--- config.mk ---
export PLATFORM = sky130hd
export DESIGN_NAME = g2enu_fifo
export DESIGN_NICKNAME = d
export VERILOG_FILES = /design/src/rtl/g2enu_fifo.sv
export SDC_FILE = /design/constraint.sdc
export NUM_CORES = 1
export LEC_CHECK = 0
export BUFFER_PORTS_ARGS = -buffer_cell sky130_fd_sc_hd__buf_4
export CAP_MARGIN = 20
export CORE_AREA = 2 2 41 80
export CTS_CLUSTER_DIAMETER = 60
export CTS_CLUSTER_SIZE = 24
export DETAILED_ROUTE_END_ITERATION = 10
export DIE_AREA = 0 0 43 82
export GPL_ROUTABILITY_DRIVEN = 0
export PLACE_DENSITY_LB_ADDON = 0.3
export SLEW_MARGIN = 10
export SYNTH_ARGS = -nofsm -noshare
export SYNTH_HDL_FRONTEND = slang
export SYNTH_SLANG_ARGS = --single-unit
--- constraint.sdc ---
create_clock -name clock -period 3.73 [get_ports clock]
set_clock_uncertainty 0.15 [all_clocks]
set_input_delay 0.1865 -clock clock [delete_from_list [all_inputs] [get_ports clock]]
set_output_delay 0.1865 -clock clock [all_outputs]
set_load 0.1 [all_outputs]
--- src/rtl/g2enu_fifo.sv ---
// Small register FIFO used between the front end, the back end and the result port.
module g2enu_fifo #(
   parameter int WIDTH = 8,
   parameter int DEPTH = 4
) (
   input  logic             clock,
   input  logic             reset,
   input  logic             push,
   output logic             full,
   input  logic [WIDTH-1:0] wdata,
   input  logic             pop,
   output logic             empty,
   output logic [WIDTH-1:0] rdata
);

   localparam int AW = (DEPTH > 1) ? $clog2(DEPTH) : 1;
   localparam int CW = $clog2(DEPTH + 1);

   logic [WIDTH-1:0] mem_ff [DEPTH];
   logic [AW-1:0]    wr_ptr_ff, wr_ptr_in;
   logic [AW-1:0]    rd_ptr_ff, rd_ptr_in;
   logic [CW-1:0]    count_ff, count_in;
   logic             do_push, do_pop;

   assign full    = (count_ff == CW'(DEPTH));
   assign empty   = (count_ff == '0);
   assign do_push = push & ~full;
   assign do_pop  = pop & ~empty;
   assign rdata   = mem_ff[rd_ptr_ff];

   always_comb begin
      wr_ptr_in = wr_ptr_ff;
      rd_ptr_in = rd_ptr_ff;
      count_in  = count_ff;
      if (do_push) begin
         wr_ptr_in = (wr_ptr_ff == AW'(DEPTH - 1)) ? '0 : wr_ptr_ff + 1'b1;
      end
      if (do_pop) begin
         rd_ptr_in = (rd_ptr_ff == AW'(DEPTH - 1)) ? '0 : rd_ptr_ff + 1'b1;
      end
      if (do_push && !do_pop) begin
         count_in = count_ff + 1'b1;
      end else if (do_pop && !do_push) begin
         count_in = count_ff - 1'b1;
      end
   end

   always_ff @(posedge clock) begin
      if (reset) begin
         wr_ptr_ff <= '0;
         rd_ptr_ff <= '0;
         count_ff  <= '0;
      end else begin
         wr_ptr_ff <= wr_ptr_in;
         rd_ptr_ff <= rd_ptr_in;
         count_ff  <= count_in;
      end
   end

   always_ff @(posedge clock) begin
      if (do_push) begin
         mem_ff[wr_ptr_ff] <= wdata;
      end
   end

endmodule

-- After elaboration in Yosys (flattened, before gate mapping)
Memories as Yosys holds them, arrays and structs flattened. A register that Yosys moved wholly into a read port is not among the register bits.
Cells that the tools add are included.
W data, S select, Z words.
- flip-flop bits (word level): 7
- memory bits (writable): 32
- output and inout port bits: 10
- logic and storage cells: 29
- memories kept: 1
- add/sub/neg operators: 4
- equal/unequal tests: 3
- mux-type cells: 8
- bitwise gates (word level): 4
- reductions and logical operators: 6
- memory list (name ; depth ; width ; read ports ; clocked after Yosys merged registers in ; wr ports ; RTL line ; RTL):
    mem_ff ; 4 ; 8 ; 1 ; 1 ; 1 ; 19 ; logic [WIDTH-1:0] mem_ff [DEPTH];
- operators by type and width (kind ; number):
    $mux W2 ; 4
    $mux W3 ; 2
    $add A2 B1 Y2 const B ; 2
    $eq A2 B2 Y1 const B ; 2
    $add A3 B1 Y3 const B ; 1
    $eq A3 B3 Y1 const B ; 1
    $logic_not A3 Y1 ; 1
    $sub A3 B1 Y3 const B ; 1
    $and A1 B1 Y1 ; 2
    $logic_and A1 B1 Y1 ; 2
    $logic_not A1 Y1 ; 2
    $mux W1 ; 2
    $not A1 Y1 ; 2
    $reduce_bool A2 Y1 ; 1

-- Longest topological paths before layout
- depth in word-level cells: 7
- mapped depth: 10
- depth with buffers taken out: 9

-- Least setup slack after synthesis
Ideal clock, no wire load.
- kind: register to output
- from: register count_ff[0]
- to: output empty
- arrival time: 2.439 ns
- data required time: 3.394 ns
- setup slack: 0.954 ns
- cell stages (with the launch flop): 2
- buffers on the path: 0
- cells stage by stage: dfxtp_1 -> nor3_1
- longest elaborated chain between the ends: 1
- ends and longest elaborated chain (element ; RTL line ; RTL):
    start, declared ; 22 ; logic [CW-1:0] count_ff, count_in;
    start signal, assigned ; 56 ; count_ff <= count_in;
    $logic_not A3 Y1 ; 26 ; assign empty = (count_ff == '0);
    end, declared ; 12 ; output logic empty,
No other way between the ends.

-- Worst setup path after layout
- from: register count_ff[0]
- to: register count_ff[2]
- longest elaborated chain between the ends: 6
- elaborated cells between the ends (all ways): 15
- ends and longest elaborated chain (element ; RTL line ; RTL):
    $eq A3 B3 Y1 * ; 25 ; assign full = (count_ff == CW'(DEPTH));
    $not A1 Y1 * ; 27 ; assign do_push = push & ~full;
    $and A1 B1 Y1 * ; 27 ;
    named net do_push ; 23 ; logic do_push, do_pop;
    $logic_not A1 Y1 ; 43 ; end else if (do_pop && !do_push) begin
    $logic_and A1 B1 Y1 ; 43 ;
    $reduce_bool A2 Y1 (no source line) ; n/a ;
The timed path passes the listed nets; every way through them passes the cells marked *. The select of a mux whose other input is x is not followed.
A chain may end at the register's enable or synchronous reset.

==> results.md <==
* Worst min-delay path category: input pin to flop
* First-pass DRT Iterations at 4
* Fill count at 221
* WS Path Type: flop to flop
* HPWL after DPL at 1886 um
* Tot GR Track Use at 17.73%
* Syn_area_per_cell at 17.88 um2
* Largest net degree at the start of global routing at 14
* Core footprint at 2943 um2
* Ys async rst share at 0%
* Share of post-route cells with drive strength above 1 at 35.71%
* Synth Warn # at 0
* Total of max-cap violations at 0
* CP arrival at 2.60 ns
* Rel. slew slack at 64.13%
* Netlist cell types at 26
* Global route overflow at 0
* Final core utilization at 68.54%
* Ant. Diodes at 0
* Clock sinks at 41
* First-pass GRT wire length at 4388 um
* Clock latency at the later pin of the worst-skew pair at 0.28 ns
* Critical Path Fanout Max at 7
* P_leak at 0.0007528 uW
* Clock Tree Root: clkbuf_8
* Hold buffers post-CTS at 9
* CTS Buffer Depth at 2
* Total wire length at 2706 um
* Inserted Clock Buffers at 5
* # rows at 28
* Layout Nets at 144
* Final Hold Fails at 0
* Input/output buffers at 21
* Height of the die at 82 um
* Syn nets at 111
* Slew of the pin with the lowest slew margin at 0.5373 ns
* Post-CTS Setup Inserts at 0
* Htree depth at 2
* RSZ-0062 raised after global routing: false
* DRT iter0 DRCs at 18
* Initial antenna violation count at 0
* Number of global-route vias before repair at 965
* Remaining DRCs at 0
* Die area at 3526 um2
* CTS tree: done
* Die X at 43 um
* Clock transition at path regs at 0.08 ns
* Fin. max-slew vios at 0
* Via count at 859
* Final Non-Filler Cells at 156
* Area growth, synth to finish at 22.59%
* Post-synthesis sequential area ratio at 69.35%
* Status: complete, no violations
* # resized after CTS at 0
* CP Launch Type: flop
* Initial core utilization at 55.91%
* Wirelength per Cell at 17.35 um
* Fin crit period at 2.530 ns
* Placed insts at 139
* Final worst path period share at 67.84%
* Post-synthesis register bit count at 41
* Vias per cell at 5.506
* Most frequent cells in the layout: edfxtp_1, buf_4, dfxtp_1, dlygate4sd3_1, mux4_2
* Synth Flop Type: edfxtp_1
* Min Hold Slack at 0.04603 ns
* Post-synth EDFFs at 32
* Pwr dens at 792.2 nW/um2
* Setup TNS at 0 ns
* Fmax at 395.2 MHz
* Most common cell after layout, fill and taps aside: edfxtp_1
* Top Ports at 22
* Req. time, crit path at 3.80 ns
* Max VDD drop at 0.7390 mV
* Routed Antenna Nets at 0
* Synthesized cell area at 1645 um2
* Cells after Synth at 92
* Final Setup Violations at 0
* Kind of end point of the critical path: flop
sequential cells by signal, summed over array words and instances, names as in the netlist, named ones only:
name	cells
wr_ptr_ff	2
mem_ff	32
rd_ptr_ff	2
count_ff	3
critical path, stage by stage (launching register included):
cell,delay (ns)
dfxtp_1,0.45
or3b_1,0.32
clkinv_4,0.09
nor2_2,0.13
ha_1,0.19
inv_1,0.06
fa_1,0.38
xor2_1,0.15
or3_2,0.40
a21oi_1,0.14
where the power goes:
part	internal, uW	switching, uW	total [uW]
logic	185	458	643
clock network	197	146	342
registers	557	55.1	612
stage by stage:
step | area, um2 | worst slack (ns) | power (uW)
2_1_floorplan | 1645 | 0.9545 | 1141
3_3_place_gp | 1817 | 1.300 | 1243
3_5_place_dp | 1817 | 1.230 | 1259
4_1_cts | 2017 | 1.187 | 1612
5_1_grt | 2017 | 1.047 | 1668
6_report | 2017 | 1.200 | 1598
final timing paths:
check               start      endpoint  slack [ns]  cells after the start
max reg2reg   count_ff[0]   count_ff[2]        1.20                      9
max           count_ff[0]   count_ff[2]        1.20                      9
min                  push  wr_ptr_ff[0]        0.05                      3
min reg2reg  rd_ptr_ff[0]  rd_ptr_ff[0]        0.37                      2
cell usage after synthesis (2+ instances only):
library cell   n  area share, %
inv_1          4           0.91
ha_1           6            4.6
mux4_2         8             11
a21oi_1        3           0.91
nand3_1        2           0.61
nor2_1         3           0.68
dfxtp_1        9             11
and3_2         4            1.8
o31ai_2        2            1.5
nor3_1         2           0.61
mux2i_1        2            1.2
edfxtp_1      32             58
xor2_1         2            1.1
cell families after synthesis:
kind of cell / share of synthesized area [%]
AO/OA/AOI/OAI: 3.041
adder cells (fa/ha/maj): 5.779
AND/OR/NAND/NOR: 5.704
XOR/XNOR: 1.065
flip-flops: 69.35
buffers and inverters: 2.889
multiplexers: 12.17
final cells by class:
cell class,instances,area [um2],share of cell area [%]
Tap cell,30,37.54,1.861
Multi-Input combinational cell,42,456.7,22.64
Inverter,5,23.77,1.179
Clock buffer,5,68.82,3.412
Sequential cell,41,1141,56.58
Timing Repair Buffer,30,247.7,12.28
Clock inverter,3,41.29,2.047
layer usage:
metal	part of all wire [%]	routed length (um)	vias to the layer above	GRT usage, %
met5	0	0	-	0
met2	61	1652	22	35.45
met3	3.7	101	4	4.176
met1	33	891	419	15.43
li1	-	-	414	-
met4	2.3	61	0	8.788
(Power assumes the default switching activity.)
